### src/rtl/sfr_pkg.sv
package sfr_pkg;

    // Register storage fixed by the register map.
    localparam int PAT_BYTES   = 16;
    localparam int REP_BYTES   = 24;
    localparam int PATTERN_DEF = 16;
    localparam int REPLACE_DEF = 24;
    localparam int CFG_AW      = 3;

    localparam logic [CFG_AW-1:0] CFG_PAT_LEN = 3'd0;
    localparam logic [CFG_AW-1:0] CFG_PAT_LO  = 3'd1;
    localparam logic [CFG_AW-1:0] CFG_PAT_HI  = 3'd2;
    localparam logic [CFG_AW-1:0] CFG_REP_LEN = 3'd3;
    localparam logic [CFG_AW-1:0] CFG_REP_A   = 3'd4;
    localparam logic [CFG_AW-1:0] CFG_REP_B   = 3'd5;
    localparam logic [CFG_AW-1:0] CFG_REP_C   = 3'd6;

    typedef enum logic [2:0] {
        S_IDLE,
        S_DRAIN,
        S_APPEND,
        S_CHECK,
        S_REPL,
        S_FLUSH
    } t_state;

    // Per-cycle control for one window cell.
    typedef struct packed {
        logic shift;
        logic load;
    } t_cell_ctl;

endpackage

### src/rtl/sfr_cell.sv
module sfr_cell import sfr_pkg::*; (
    input  logic       i_clk,
    input  t_cell_ctl  i_ctl,
    input  logic [7:0] i_next_byte,
    input  logic [7:0] i_new_byte,
    input  logic [7:0] i_pat_byte,
    input  logic       i_in_use,
    output logic [7:0] o_byte,
    output logic       o_eq
);

    logic [7:0] r_byte;

    always_ff @(posedge i_clk) begin
        if (i_ctl.load) begin
            r_byte <= i_new_byte;
        end else if (i_ctl.shift) begin
            r_byte <= i_next_byte;
        end
    end

    assign o_byte = r_byte;
    // Cells beyond the pattern length never block a match.
    assign o_eq   = !i_in_use || (r_byte == i_pat_byte);

endmodule

### src/rtl/stream_find_replace.sv
// A byte beat passes the drain, append and check states, then the replacement bytes on a match;
// at string end without a replacement, the bytes still held are flushed, or a bare end marker
// is shown. A beat without a byte goes to the flush. Results are registered, output stalls hold
// the sequencer, and a new beat is accepted only when the sequencer is back in idle.
// Reset is synchronous and active low; it clears the sequencer, the window fill count,
// the output valid flag and all configuration registers. Window bytes are not cleared.
module stream_find_replace import sfr_pkg::*; #(
    parameter int PATTERN_MAX = PATTERN_DEF,
    parameter int REPLACE_MAX = REPLACE_DEF
) (
    input  logic              i_clk,
    input  logic              i_rst_n,
    input  logic              i_s_tvalid,
    output logic              o_s_tready,
    input  logic [7:0]        i_s_tdata,   // [7:0] char_in
    input  logic              i_s_tuser,   // [0] carries_byte
    input  logic              i_s_tlast,   // string_end
    output logic              o_m_tvalid,
    input  logic              i_m_tready,
    output logic [15:0]       o_m_tdata,   // [7:0] char_out, [8] run_last, rest zero
    output logic              o_m_tuser,   // [0] byte_valid
    output logic              o_m_tlast,   // result_end
    input  logic              i_cfg_we,
    input  logic [CFG_AW-1:0] i_cfg_addr,
    input  logic [63:0]       i_cfg_data
);

    localparam int FILL_W = $clog2(PATTERN_MAX + 1);
    localparam int RLEN_W = $clog2(REPLACE_MAX + 1);

    // Configuration registers.
    logic [4:0]             r_pat_len;
    logic [4:0]             r_rep_len;
    logic [8*PAT_BYTES-1:0] r_pat;
    logic [8*REP_BYTES-1:0] r_rep;

    always_ff @(posedge i_clk) begin
        if (!i_rst_n) begin
            r_pat_len <= '0;
            r_rep_len <= '0;
            r_pat     <= '0;
            r_rep     <= '0;
        end else if (i_cfg_we) begin
            unique case (i_cfg_addr)
                CFG_PAT_LEN: r_pat_len <= i_cfg_data[4:0];
                CFG_PAT_LO:  r_pat[63:0] <= i_cfg_data;
                CFG_PAT_HI:  r_pat[127:64] <= i_cfg_data;
                CFG_REP_LEN: r_rep_len <= i_cfg_data[4:0];
                CFG_REP_A:   r_rep[63:0] <= i_cfg_data;
                CFG_REP_B:   r_rep[127:64] <= i_cfg_data;
                CFG_REP_C:   r_rep[191:128] <= i_cfg_data;
                default: ;
            endcase
        end
    end

    logic [FILL_W-1:0] plen;
    logic [RLEN_W-1:0] rlen;

    assign plen = ({1'b0, r_pat_len} > 6'(PATTERN_MAX)) ? FILL_W'(PATTERN_MAX)
                                                         : FILL_W'(r_pat_len);
    assign rlen = ({1'b0, r_rep_len} > 6'(REPLACE_MAX)) ? RLEN_W'(REPLACE_MAX)
                                                         : RLEN_W'(r_rep_len);

    // Sequencer and captured beat.
    t_state            r_state, n_state;
    logic [FILL_W-1:0] r_fill, n_fill;
    logic [RLEN_W-1:0] r_cnt, n_cnt;
    logic              r_drained, n_drained;
    logic              r_emitted, n_emitted;
    logic [7:0]        r_char;
    logic              r_end;

    // Output register.
    logic       r_out_valid;
    logic [7:0] r_out_char;
    logic       r_out_bv;
    logic       r_out_end;
    logic       r_out_last;

    logic       s_accept;
    logic       out_free;
    logic       emit;
    logic [7:0] e_char;
    logic       e_bv;
    logic       e_last;
    logic       pop;
    logic       append;
    logic       hit;
    logic [7:0] rep_byte;

    logic [7:0]             cell_byte [PATTERN_MAX];
    logic [PATTERN_MAX-1:0] eq_vec;

    assign s_accept = i_s_tvalid && o_s_tready;
    assign out_free = !r_out_valid || i_m_tready;
    assign hit      = &eq_vec;
    assign rep_byte = (int'(r_cnt) < REP_BYTES) ? r_rep[8*int'(r_cnt) +: 8] : 8'h00;

    // Window: a chain of cells, oldest byte in cell 0, shifting toward it on a pop.
    for (genvar k = 0; k < PATTERN_MAX; k++) begin : g_cell
        t_cell_ctl  ctl;
        logic [7:0] next_byte;
        logic [7:0] pat_byte;

        assign ctl.shift = pop;
        assign ctl.load  = append && (r_fill == FILL_W'(k));

        if (k + 1 < PATTERN_MAX) begin : g_mid
            assign next_byte = cell_byte[k+1];
        end else begin : g_end
            assign next_byte = 8'h00;
        end

        if (k < PAT_BYTES) begin : g_pat
            assign pat_byte = r_pat[8*k +: 8];
        end else begin : g_zero
            assign pat_byte = 8'h00;
        end

        sfr_cell u_cell (
            .i_clk       (i_clk),
            .i_ctl       (ctl),
            .i_next_byte (next_byte),
            .i_new_byte  (r_char),
            .i_pat_byte  (pat_byte),
            .i_in_use    (32'(plen) > k),
            .o_byte      (cell_byte[k]),
            .o_eq        (eq_vec[k])
        );
    end

    always_ff @(posedge i_clk) begin
        if (!i_rst_n) begin
            r_state   <= S_IDLE;
            r_fill    <= '0;
            r_cnt     <= '0;
            r_drained <= 1'b0;
            r_emitted <= 1'b0;
        end else begin
            r_state   <= n_state;
            r_fill    <= n_fill;
            r_cnt     <= n_cnt;
            r_drained <= n_drained;
            r_emitted <= n_emitted;
        end
    end

    always_ff @(posedge i_clk) begin
        if (s_accept) begin
            r_char <= i_s_tdata;
            r_end  <= i_s_tlast;
        end
    end

    always_comb begin
        n_state   = r_state;
        n_fill    = r_fill;
        n_cnt     = r_cnt;
        n_drained = r_drained;
        n_emitted = r_emitted;
        emit      = 1'b0;
        e_char    = cell_byte[0];
        e_bv      = 1'b1;
        e_last    = 1'b0;
        pop       = 1'b0;
        append    = 1'b0;

        unique case (r_state)
            S_IDLE: begin
                if (s_accept) begin
                    n_state   = i_s_tuser ? S_DRAIN : S_FLUSH;
                    n_drained = 1'b0;
                    n_emitted = 1'b0;
                end
            end
            S_DRAIN: begin
                // A stale window gives up its oldest byte first; more always follows.
                if (r_fill != '0 && r_fill >= plen) begin
                    if (out_free) begin
                        emit      = 1'b1;
                        pop       = 1'b1;
                        n_fill    = r_fill - 1'b1;
                        n_drained = 1'b1;
                        n_state   = S_APPEND;
                    end
                end else begin
                    n_state = S_APPEND;
                end
            end
            S_APPEND: begin
                if (32'(r_fill) < PATTERN_MAX) begin
                    append = 1'b1;
                    n_fill = r_fill + 1'b1;
                end
                n_state = S_CHECK;
            end
            S_CHECK: begin
                if (!r_drained && plen != '0 && r_fill == plen && hit) begin
                    n_fill = '0;
                    if (rlen != '0) begin
                        n_cnt   = '0;
                        n_state = S_REPL;
                    end else begin
                        n_state = r_end ? S_FLUSH : S_IDLE;
                    end
                end else if (r_fill != '0 && r_fill >= plen) begin
                    if (out_free) begin
                        emit    = 1'b1;
                        pop     = 1'b1;
                        e_last  = !(r_end && r_fill > FILL_W'(1));
                        n_fill  = r_fill - 1'b1;
                        n_state = r_end ? S_FLUSH : S_IDLE;
                    end
                end else begin
                    n_state = r_end ? S_FLUSH : S_IDLE;
                end
            end
            S_REPL: begin
                if (out_free) begin
                    emit   = 1'b1;
                    e_char = rep_byte;
                    e_last = (r_cnt == RLEN_W'(rlen - 1'b1));
                    if (e_last) begin
                        n_state = S_IDLE;
                    end else begin
                        n_cnt = r_cnt + 1'b1;
                    end
                end
            end
            S_FLUSH: begin
                if (!r_end) begin
                    n_state = S_IDLE;
                end else if (r_fill != '0) begin
                    if (out_free) begin
                        emit   = 1'b1;
                        pop    = 1'b1;
                        e_last = (r_fill == FILL_W'(1));
                        n_fill = r_fill - 1'b1;
                        if (e_last) begin
                            n_state = S_IDLE;
                        end
                    end
                end else if (!r_emitted) begin
                    // End of string with nothing to show: a bare end marker.
                    if (out_free) begin
                        emit    = 1'b1;
                        e_char  = 8'h00;
                        e_bv    = 1'b0;
                        e_last  = 1'b1;
                        n_state = S_IDLE;
                    end
                end else begin
                    n_state = S_IDLE;
                end
            end
            default: n_state = S_IDLE;
        endcase

        if (emit) begin
            n_emitted = 1'b1;
        end
    end

    always_ff @(posedge i_clk) begin
        if (!i_rst_n) begin
            r_out_valid <= 1'b0;
        end else if (emit) begin
            r_out_valid <= 1'b1;
        end else if (i_m_tready) begin
            r_out_valid <= 1'b0;
        end
    end

    always_ff @(posedge i_clk) begin
        if (emit) begin
            r_out_char <= e_char;
            r_out_bv   <= e_bv;
            r_out_last <= e_last;
            r_out_end  <= e_last && r_end;
        end
    end

    assign o_s_tready = (r_state == S_IDLE);
    assign o_m_tvalid = r_out_valid;
    assign o_m_tdata  = {7'b0, r_out_last, r_out_char};
    assign o_m_tuser  = r_out_bv;
    assign o_m_tlast  = r_out_end;

    a_fill_bound: assert property (@(posedge i_clk) disable iff (!i_rst_n)
        32'(r_fill) <= PATTERN_MAX)
        else $error("window fill beyond its depth");

    a_accept_leaves_idle: assert property (@(posedge i_clk) disable iff (!i_rst_n)
        s_accept |=> (r_state != S_IDLE))
        else $error("sequencer did not start on an accepted beat");

    a_end_empties: assert property (@(posedge i_clk) disable iff (!i_rst_n)
        (r_state != S_IDLE && n_state == S_IDLE && r_end) |=> (r_fill == '0))
        else $error("window not empty after string end");

    a_end_is_last: assert property (@(posedge i_clk) disable iff (!i_rst_n)
        (o_m_tvalid && o_m_tlast) |-> o_m_tdata[8])
        else $error("string end result not marked last of its beat");

endmodule
### config.mk
export PLATFORM = sky130hd
export DESIGN_NAME = stream_find_replace
export DESIGN_NICKNAME = d
export VERILOG_FILES = /design/src/rtl/sfr_pkg.sv /design/src/rtl/sfr_cell.sv /design/src/rtl/stream_find_replace.sv
export SDC_FILE = /design/constraint.sdc
export NUM_CORES = 1
export LEC_CHECK = 0
export BUFFER_PORTS_ARGS = -buffer_cell sky130_fd_sc_hd__buf_2
export CORE_ASPECT_RATIO = 0.75
export CORE_UTILIZATION = 65
export DETAILED_ROUTE_END_ITERATION = 10
export GPL_ROUTABILITY_DRIVEN = 0
export PLACE_DENSITY_LB_ADDON = 0.25
export SYNTH_ARGS = -nofsm -noshare
export SYNTH_HDL_FRONTEND = slang
export SYNTH_SLANG_ARGS = --single-unit
### constraint.sdc
create_clock -name i_clk -period 10.2 [get_ports i_clk]
set_clock_uncertainty 0.1 [all_clocks]
set_input_delay 0.51 -clock i_clk [delete_from_list [all_inputs] [get_ports i_clk]]
set_output_delay 0.51 -clock i_clk [all_outputs]
set_load 0.01 [all_outputs]
# Word level (Yosys, flattened, before mapping)
# Index checks and enable logic that the tools add are counted.
dict set report totals {
  register_bits 494
  in_bits 82
  out_inout_bits 20
  word_cells 325
}
dict set report op_classes {
  n_addsub 4
  order_cmp 22
  eq_ne 60
  n_shift 1
  mux 100
  n_bitwise 2
  n_reduce_logical 101
}
# op n
set ops {}
lappend ops {{$mux W8} 38}
lappend ops {{$shiftx A192 B9 Y8} 1}
lappend ops {{$eq A8 B8 Y1} 16}
lappend ops {{$mux W5} 12}
lappend ops {{$mux W3} 17}
lappend ops {{$reduce_bool A2 Y1} 21}
lappend ops {{$eq A5 B4 Y1 const B} 8}
lappend ops {{$gt A5 B4 Y1 const B} 8}
lappend ops {{$mux W1} 25}
lappend ops {{$logic_and A1 B1 Y1} 23}
lappend ops {{$eq A5 B3 Y1 const B} 4}
lappend ops {{$gt A5 B3 Y1 const B} 4}
lappend ops {{$ne A2 B2 Y1 const B} 10}
lappend ops {{$pmux W5 S4} 1}
lappend ops {{$logic_not A1 Y1} 19}
lappend ops {{$pmux W3 S6} 1}
lappend ops {{$logic_or A1 B1 Y1} 17}
lappend ops {{$ne A4 B4 Y1 const B} 4}
lappend ops {{$pmux W8 S2} 1}
lappend ops {{$reduce_and A16 Y1} 1}
lappend ops {{$reduce_and A2 Y1} 8}
lappend ops {{$eq A3 B3 Y1 const B} 5}
lappend ops {{$gt A5 B1 Y1 const B} 3}
lappend ops {{$reduce_bool A5 Y1} 3}
lappend ops {{25 further kinds} 40}

# Longest topological paths before layout
# Gate-level depths: netlist of the first run.
dict set report logic_depth {
  depth_word 11
  mapped_depth 15
}

# Hierarchy
# A second synthesis of the first run with hierarchy kept.
dict set report unflattened {
  cells_unflattened 2361
  area_unflattened_um2 22968.3
}
# module n_inst cells_each area_per_inst_um2 seq_area_each_um2
set modules_own_cells {}
lappend modules_own_cells {stream_find_replace 1 1897 15521.1 7527.2}
lappend modules_own_cells {sfr_cell 16 29 465.4 240.2}

# Worst setup path before layout of the first run
# No wires, ideal clock.
dict set report synth_timing {
  path_type {flip-flop to flip-flop}
  start {register r_pat_len[4]}
  end {register g_cell[4].u_cell.r_byte[0] (enable)}
  setup_ps 329
  t_arrival_ps 3017
  setup_slack_ps 6754
  path_stages_with_launch 15
  period_less_slack_ps 3446
  path_cell_list {dfxtp_1 clkbuf_1 inv_1 ha_1 and4_1 nor4b_1 nand4_1 or4_1 nor2_1 and3_1 buf_2 a211o_1 buf_4 buf_4 nand3_1}
}
dict set report synth_between {
  elab_chain_cells 10
}
# element line
set synth_rtl {}
lappend synth_rtl {{from (decl)} stream_find_replace.sv:32} ;# logic [4:0] r_pat_len;
lappend synth_rtl {{from (signal assigned)} stream_find_replace.sv:45} ;# CFG_PAT_LEN: r_pat_len <= i_cfg_data[4:0];
lappend synth_rtl {{$gt A5 B5 Y1} stream_find_replace.sv:60} ;# assign plen = ({1'b0, r_pat_len} > 6'(PATTERN_MAX)) ? FILL_W'(PATTERN_MAX)
lappend synth_rtl {{$mux W5 *} stream_find_replace.sv:60}
lappend synth_rtl {{$gt A5 B1 Y1, or another cell as far along} stream_find_replace.sv:127} ;# .i_in_use (32'(plen) > k),
lappend synth_rtl {{$logic_not A1 Y1} sfr_cell.sv:24} ;# assign o_eq = !i_in_use || (r_byte == i_pat_byte);
lappend synth_rtl {{$logic_or A1 B1 Y1} sfr_cell.sv:24}
lappend synth_rtl {{$reduce_and A16 Y1} stream_find_replace.sv:97} ;# assign hit = &eq_vec;
lappend synth_rtl {{$logic_and A1 B1 Y1} stream_find_replace.sv:199} ;# if (!r_drained && plen != '0 && r_fill == plen && hit) begin
lappend synth_rtl {{$mux W1} stream_find_replace.sv:199}
lappend synth_rtl {{$pmux W1 S3 *} stream_find_replace.sv:169} ;# unique case (r_state)
lappend synth_rtl {{$reduce_bool A2 Y1 (no source line) *} -}
lappend synth_rtl {{to (signal assigned)} sfr_cell.sv:16} ;# r_byte <= i_new_byte;
lappend synth_rtl {{to (signal assigned)} sfr_cell.sv:18} ;# r_byte <= i_next_byte;
lappend synth_rtl {{to (decl)} sfr_cell.sv:12} ;# logic [7:0] r_byte;
# Mark *: on every way between the ends. The rest lies on a longest branch, timed or not.
# A chain may end at the register's enable or synchronous reset.

# Worst setup path in the final report of the first run
dict set report layout_timing {
  start {register g_cell[6].u_cell.r_byte[4]}
  end {register g_cell[7].u_cell.r_byte[1] (enable)}
}
dict set report layout_between {
  elab_chain_cells 7
}
# element line
set layout_rtl {}
lappend layout_rtl {{from (decl)} sfr_cell.sv:12}
lappend layout_rtl {{from (signal assigned)} sfr_cell.sv:16}
lappend layout_rtl {{from (signal assigned)} sfr_cell.sv:18}
lappend layout_rtl {{$eq A8 B8 Y1} sfr_cell.sv:24}
lappend layout_rtl {{$logic_or A1 B1 Y1} sfr_cell.sv:24}
lappend layout_rtl {{$reduce_and A16 Y1} stream_find_replace.sv:97}
lappend layout_rtl {{$logic_and A1 B1 Y1} stream_find_replace.sv:199}
lappend layout_rtl {{$mux W1} stream_find_replace.sv:199}
lappend layout_rtl {{$pmux W1 S3} stream_find_replace.sv:169}
lappend layout_rtl {{$reduce_bool A2 Y1 (no source line)} -}
lappend layout_rtl {{to (signal assigned)} sfr_cell.sv:16}
lappend layout_rtl {{to (signal assigned)} sfr_cell.sv:18}
lappend layout_rtl {{to (decl)} sfr_cell.sv:12}
# Every way passes these cells.

==> impl_metrics.env, run 1 <==
export IMPL_status="finished, final reports clean"
export IMPL_final_setup_viol_count=0
export IMPL_power_leakage_nw=8.37
export IMPL_rows=58
export IMPL_critPathMaxFanout=19
export IMPL_drtAntennaViolNets=0
export IMPL_dieArea_mm2=0.0350
export IMPL_holdBufCountCts=0
export IMPL_post_route_period_util_pct=46.3
export IMPL_die_w_um=216
export IMPL_critPathLaunchType="flip-flop"
export IMPL_drc=0
export IMPL_grtUsageTotal_pct=38.2
export IMPL_grt_overflow_total=0
export IMPL_cts_sinks=494
export IMPL_synth_cell_area_mm2=0.0223
export IMPL_seqCellArea_mm2=0.0114
export IMPL_final_common_cell="nand2_1"
export IMPL_cts_buffers_inserted=47
export IMPL_rr_endpoint="g_cell[7].u_cell.o_byte[1]"
export IMPL_intPower_mw=3.71
export IMPL_hold_path_startpoint="i_s_tdata[5]"
export IMPL_firstDrtPassIters=6
export IMPL_fin_nets=2425
export IMPL_rrSetupSlack_ps=5480
export IMPL_avgSynthCellArea_um2=9.59
export IMPL_grt_setup_unrepaired="false"
export IMPL_worstSkewPairLatency_ps=580
export IMPL_holdPathEnd="r_char[5]"
export IMPL_start_util_pct=66.3
export IMPL_yosysSeqAreaShare_pct=51.1
export IMPL_ys_warn_count=0
export IMPL_clock_root_buffer="clkbuf_16"
export IMPL_synth_edf_count=148
export IMPL_antenna_found_initial=6
export IMPL_port_buffers=94
export IMPL_grt_first_pass_wirelength_mm=101
export IMPL_synth_seq_cells=494
export IMPL_post_cts_buffers=0
export IMPL_path_class="flip-flop to flip-flop"
export IMPL_synth_ff_type="dfxtp_1"
export IMPL_dp_cells=2731
export IMPL_cts_path_max_buffers=3
export IMPL_post_place_ws_ps=5770
export IMPL_grt_pass1_vias=17009
export IMPL_cts_tree="built"
export IMPL_final_cells=2821
export IMPL_fin_tns_setup_ps=0
export IMPL_endpoint_kind="flip-flop"
export IMPL_tightest_slew_ps=1310
export IMPL_wl_per_cell_um=23.8
export IMPL_max_freq_ghz=0.212
export IMPL_drive_gt1_share_pct=13.5
export IMPL_post_dp_cell_area_mm2=0.0229
export IMPL_combPwrFrac_pct=18.0
export IMPL_switching_power_mw=1.59
export IMPL_seqPwrFrac_pct=48.4
export IMPL_via_count=18000
export IMPL_slew_viol_final=0
export IMPL_maxSlewHeadroom_pct=12.2
export IMPL_final_cell_mix="690 x nand2_1, 344 x dfxtp_1, 342 x a21oi_1"
export IMPL_p_per_area_mw_per_mm2=217
export IMPL_required_ps=10260
export IMPL_clockPowerShare_pct=33.7
export IMPL_min_path_cells=1
export IMPL_ioPinCount=102
export IMPL_syn_instance_count=2321
export IMPL_finalWorstSetupSlack_ps=5480
export IMPL_fillers=2421
export IMPL_ys_async_sr_fraction_pct=0
export IMPL_routed_wirelength_mm=67.0
export IMPL_die_y_um=162
export IMPL_r2r_start="g_cell[6].u_cell.o_byte[4]"
export IMPL_arrival_ps=4780
export IMPL_p_total_mw=5.30
export IMPL_cts_clk_slew_worst_paths_ps=60
export IMPL_coreArea_mm2=0.0336
export IMPL_dp_hpwl_mm=44.3
export IMPL_rr_worst_depth=8
export IMPL_htreeDepth=2
export IMPL_syn_to_final_growth_pct=9.76
export IMPL_ir_worst_vdd_mv=0.152
export IMPL_multi_input_comb_area_mm2=0.0103
export IMPL_hp_class="input pin to flip-flop"
export IMPL_final_area_mm2=0.0244
export IMPL_hold_viol=0
export IMPL_min_period_ps=4720
export IMPL_grt_max_degree=147
export IMPL_switching_share_pct=30.1
export IMPL_vias_per_cell=6.38
export IMPL_synth_distinct_cells=68
export IMPL_drv_cap=0
export IMPL_cts_resized=0
export IMPL_drtIter0Drc=2516
## stage by stage
| step | util, % | hold slack (ps) |
|---|---|---|
| finish | 72.7 | 19.6 |
| global placement | 68.0 | 339 |
| detailed placement | 68.0 | 343 |
| floorplan | - | 333 |
| CTS | 72.7 | 3.07 |
| global route | 72.7 | 22.9 |
## worst max-delay path, cell delays in order, from the launching register on
cell,delay (ps)
edfxtp_1,420
xor2_1,180
nor4_1,880
a21oi_1,250
or4_1,560
nor2_1,130
and3_1,310
a211o_1,860
nand3_1,600
## registers in the layout, indices dropped and copies added, names as in the netlist
signal,count
r_out_last,1
r_end,1
r_rep_len,5
r_out_char,8
r_state,3
r_rep,192
r_pat,128
o_m_tuser,1
r_char,8
g_cell.u_cell.o_byte,128
r_fill,5
r_drained,1
o_m_tvalid,1
r_pat_len,5
o_m_tlast,1
r_emitted,1
r_cnt,5
## routing by layer
metal  routed length, µm  GRT usage, %  vias to the layer above  part of all wire (%)
li1                    -             -                     8051                     -
met1               26300          54.6                     8590                    39
met2               28800          56.5                     1161                    43
met3                8590          7.32                      198                    13
met4                3300          17.2                        0                   4.9
met5                   0             0                        -                     0
## Yosys cell counts, types with 9 or more instances
| master | number | share of area (%) |
|---|---|---|
| a21oi_1 | 342 | 7.7 |
| a22oi_1 | 10 | 0.34 |
| a31o_1 | 9 | 0.35 |
| a31oi_1 | 10 | 0.28 |
| and3_1 | 11 | 0.31 |
| buf_4 | 10 | 0.34 |
| clkbuf_1 | 133 | 2.2 |
| dfxtp_1 | 346 | 31 |
| edfxtp_1 | 148 | 20 |
| ha_1 | 13 | 0.73 |
| mux2_1 | 65 | 3.3 |
| mux2_2 | 63 | 3.2 |
| mux2i_1 | 13 | 0.58 |
| mux4_2 | 56 | 5.7 |
| nand2_1 | 692 | 12 |
| nand2b_1 | 10 | 0.28 |
| nand3_1 | 27 | 0.61 |
| nand4_1 | 22 | 0.62 |
| nor2_1 | 55 | 0.93 |
| nor2b_1 | 9 | 0.25 |
| nor3_1 | 18 | 0.40 |
| nor4_1 | 14 | 0.39 |
| o21ai_0 | 12 | 0.27 |
| xnor2_1 | 79 | 3.1 |
| xor2_1 | 54 | 2.1 |
## layout make-up
class / count / share of cell area, %
timing repair buffer: 108 / 2.36
sequential: 494 / 46.6
tap: 450 / 2.30
clock inverter: 19 / 0.773
inverter: 11 / 0.200
antenna: 5 / 0.0512
multi-input combinational: 1668 / 42.2
clock buffer: 66 / 5.61
## worst max path at each step
stage | from | end | slack, ps
2_1_floorplan | r_pat_len[4] | g_cell[4].u_cell.o_byte[0] | 6750
3_3_place_gp | r_pat_len[4] | g_cell[7].u_cell.o_byte[4] | 5820
3_5_place_dp | r_pat_len[4] | g_cell[7].u_cell.o_byte[4] | 5770
4_1_cts | r_pat_len[4] | g_cell[7].u_cell.o_byte[4] | 5720
5_1_grt | r_pat_len[4] | g_cell[9].u_cell.o_byte[4] | 5400
6_report | g_cell[6].u_cell.o_byte[4] | g_cell[7].u_cell.o_byte[1] | 5480
## logic make-up (layout without fill, tap and decap cells)
| group | count (synthesis) | in the layout | synth area share, % |
|---|---|---|---|
| AND/OR/NAND/NOR | 885 | 885 | 16.4 |
| flip-flops | 494 | 494 | 51.1 |
| AO/OA/AOI/OAI | 432 | 432 | 10.7 |
| multiplexers | 197 | 197 | 12.7 |
| buffers and inverters | 165 | 204 | 2.99 |
| XOR/XNOR | 134 | 134 | 5.34 |
| adder cells (fa/ha/maj) | 13 | 13 | 0.731 |
| other | 1 | 12 | 0.0168 |
## power by group through the flow
stage / logic, mW / registers [mW] / clock network (mW)
2_1_floorplan: 0.711 / 2.46 / 0
3_3_place_gp: 0.894 / 2.58 / 0
3_5_place_dp: 0.918 / 2.59 / 0
4_1_cts: 0.933 / 2.55 / 1.78
5_1_grt: 1.03 / 2.58 / 1.86
6_report: 0.954 / 2.56 / 1.78
No activity file was read; power rests on OpenSTA's default activity.
==> run 2: changes to the inputs <==
--- a/config.mk
+++ b/config.mk
@@ -5,9 +5,10 @@
 export SDC_FILE = /design/constraint.sdc
 export NUM_CORES = 1
 export LEC_CHECK = 0
+export ABC_AREA = 1
 export BUFFER_PORTS_ARGS = -buffer_cell sky130_fd_sc_hd__buf_2
 export CORE_ASPECT_RATIO = 0.75
-export CORE_UTILIZATION = 65
+export CORE_UTILIZATION = 62
 export DETAILED_ROUTE_END_ITERATION = 10
 export GPL_ROUTABILITY_DRIVEN = 0
 export PLACE_DENSITY_LB_ADDON = 0.25
==> constraint.sdc (replaced) <==
create_clock -name i_clk -period 4.9 [get_ports i_clk]
set_clock_uncertainty 0.1 [all_clocks]
set_input_delay 0.245 -clock i_clk [delete_from_list [all_inputs] [get_ports i_clk]]
set_output_delay 0.245 -clock i_clk [all_outputs]
set_load 0.01 [all_outputs]
==> run 2 against run 1 <==
Die area up 6.0%; highest routed layer is now met5; synthesized area is 1.2% higher; utilization decreased by 1.7 points.
==> impl_metrics.env, run 2 <==
export IMPL_status="finished, final reports clean"
export IMPL_dieArea_mm2=0.0371
export IMPL_dp_hpwl_mm=46.7
export IMPL_final_setup_viol_count=0
export IMPL_die_y_um=167
export IMPL_critPathMaxFanout=16
export IMPL_avgSynthCellArea_um2=7.69
export IMPL_rows=60
export IMPL_p_per_area_mw_per_mm2=489
export IMPL_grt_pass1_vias=19526
export IMPL_slew_viol_final=0
export IMPL_worstSkewPairLatency_ps=580
export IMPL_htreeDepth=2
export IMPL_critPathLaunchType="flip-flop"
export IMPL_cp_buffers_inverters=1
export IMPL_ys_async_sr_fraction_pct=0
export IMPL_yosys_area_top_type="dfxtp_1"
export IMPL_cpLargestDelayFamily="simple AND/OR/NAND/NOR gates"
export IMPL_post_synth_top_count_cell="nor2_1"
export IMPL_cts_path_max_buffers=3
export IMPL_max_freq_ghz=0.274
export IMPL_synth_top_area_share_pct=30.7
export IMPL_syn_to_final_growth_pct=12.8
export IMPL_final_util_pct=71.0
export IMPL_firstDrtPassIters=7
export IMPL_coreArea_mm2=0.0358
export IMPL_power_leakage_nw=10.9
export IMPL_grt_setup_unrepaired="false"
export IMPL_path_class="flip-flop to flip-flop"
export IMPL_endpoint_kind="flip-flop"
export IMPL_port_buffers=94
export IMPL_fin_nets=3089
export IMPL_tightest_slew_ps=1090
export IMPL_synth_distinct_cells=43
export IMPL_slowest_stage="a21oi_4"
export IMPL_synth_ff_type="dfxtp_1"
export IMPL_ys_warn_count=0
export IMPL_via_count=21323
export IMPL_cts_clk_slew_worst_paths_ps=70
export IMPL_cts_tree="built"
export IMPL_drive_gt1_share_pct=7.58
export IMPL_min_period_ps=3650
export IMPL_ioPinCount=102
export IMPL_vias_per_cell=6.09
export IMPL_max_stage_delay_ps=720
export IMPL_cts_buffers_inserted=47
export IMPL_post_route_period_util_pct=74.5
export IMPL_hp_class="input pin to flip-flop"
export IMPL_final_cell_mix="789 x nor2_1, 587 x o21ai_0, 400 x nand2_1"
export IMPL_ir_worst_vdd_mv=0.270
export IMPL_arrival_ps=3750
export IMPL_cts_resized=0
export IMPL_regMostFlops="r_rep"
export IMPL_synth_edf_count=148
export IMPL_antenna_found_initial=1
export IMPL_post_dp_cell_area_mm2=0.0231
export IMPL_largest_reg_flops=192
export IMPL_fillers=2807
export IMPL_yosysSeqAreaShare_pct=50.5
export IMPL_synth_cell_area_mm2=0.0225
export IMPL_fin_tns_setup_ps=0
export IMPL_crit_chain="nor2_2 > nand2_1 > nand2_1 > nand2_1 > ha_1 > nand2_1 > nor2_1 > nand2_1 > o2111ai_1 > nand2_1 > nor2_1 > inv_1 > a21oi_2 > a21oi_4 > nand2_1"
export IMPL_final_common_cell="nor2_1"
export IMPL_start_util_pct=62.9
export IMPL_synthTopCellsByArea="dfxtp_1 31%, edfxtp_1 20%, nor2_1 13%, o21ai_0 13%, nand2_1 6.7%"
export IMPL_drc=0
export IMPL_grt_overflow_total=0
export IMPL_syn_instance_count=2928
export IMPL_grt_first_pass_wirelength_mm=111
export IMPL_cts_sinks=494
export IMPL_clock_root_buffer="clkbuf_16"
export IMPL_grt_max_degree=152
export IMPL_routed_wirelength_mm=72.2
export IMPL_drv_cap=0
export IMPL_drtAntennaViolNets=0
export IMPL_synth_seq_cells=494
export IMPL_synthTopCellsByCount="794 x nor2_1, 587 x o21ai_0, 400 x nand2_1"
export IMPL_cpMostUsedCell="nand2_1"
export IMPL_hold_viol=0
export IMPL_die_w_um=222
export IMPL_final_area_mm2=0.0254
export IMPL_required_ps=5000
export IMPL_drtIter0Drc=3273
export IMPL_wl_per_cell_um=20.6
export IMPL_grtUsageTotal_pct=38.3
export IMPL_maxSlewHeadroom_pct=27.3
-- run 2: final timing paths --
check,start,end,slack [ps],cells past startpoint
setup / recovery,r_pat_len[1],g_cell[15].u_cell.o_byte[0],1250,15
setup reg to reg,r_pat_len[1],g_cell[15].u_cell.o_byte[0],1250,15
hold reg to reg,r_pat[31],r_pat[31],370,2
hold / removal,i_s_tvalid,r_emitted,20,6
-- run 2: layout make-up --
cell class                 instances  area (µm²)  area share (%)
clock buffer                      72        1430            5.63
tap                              465         582            2.29
multi-input combinational       2129       10000            39.4
sequential                       494       11400            44.7
antenna                            1        2.50         0.00984
clock inverter                    16         140           0.551
timing repair buffer             187        1370            5.40
inverter                         135         510            2.01
-- run 2: routing by layer --
layer  track usage [%]  share of wire, %  vias to the layer above
met5                 0             0.012                        -
met4              16.5               4.8                        2
met3              9.21                14                      242
met2              56.7                42                     1497
met1              53.7                39                     9833
li1                  -                 -                     9749
-- run 2: worst min-delay path, cell delays in order --
cell,delay (ps)
buf_2,90
nand2_1,70
nand2_1,70
nand3_1,90
nand2_1,60
inv_1,30
-- run 2: where the power goes --
part	internal [mW]	total, mW	switching, mW
Sequential	4.99	5.40	0.409
Combinational	1.02	3.33	2.31
Clock	2.12	3.72	1.60
-- run 2: cells by family after synthesis --
| kind of cell | after synthesis | synth area share, % |
|---|---|---|
| AND/OR/NAND/NOR | 1272 | 21.9 |
| adder cells (fa/ha/maj) | 13 | 0.722 |
| flip-flops | 494 | 50.5 |
| XOR/XNOR | 118 | 4.59 |
| other | 1 | 0.0166 |
| AO/OA/AOI/OAI | 719 | 16.9 |
| buffers and inverters | 311 | 5.38 |
-- run 2: what timing repair did --
| action | CTS | global route |
|---|---|---|
| endpoints found under the hold margin | 302 | 0 |
| setup buffers | 0 | 0 |
| hold buffers | 74 | 0 |
-- run 2: per-stage QoR --
| stage | setup WS [ps] | instances | power, mW | hold WS, ps |
|---|---|---|---|---|
| final | 1250 | 3499 | 12.4 | 23.4 |
| after global routing | 1160 | 3498 | 12.9 | 95.7 |
| after global placement | 1560 | 3336 | 8.50 | 323 |
| after floorplan | 2290 | 2934 | 7.58 | 244 |
| after CTS | 1430 | 3498 | 12.3 | 3.00 |
| after detailed placement | 1420 | 3336 | 8.61 | 324 |
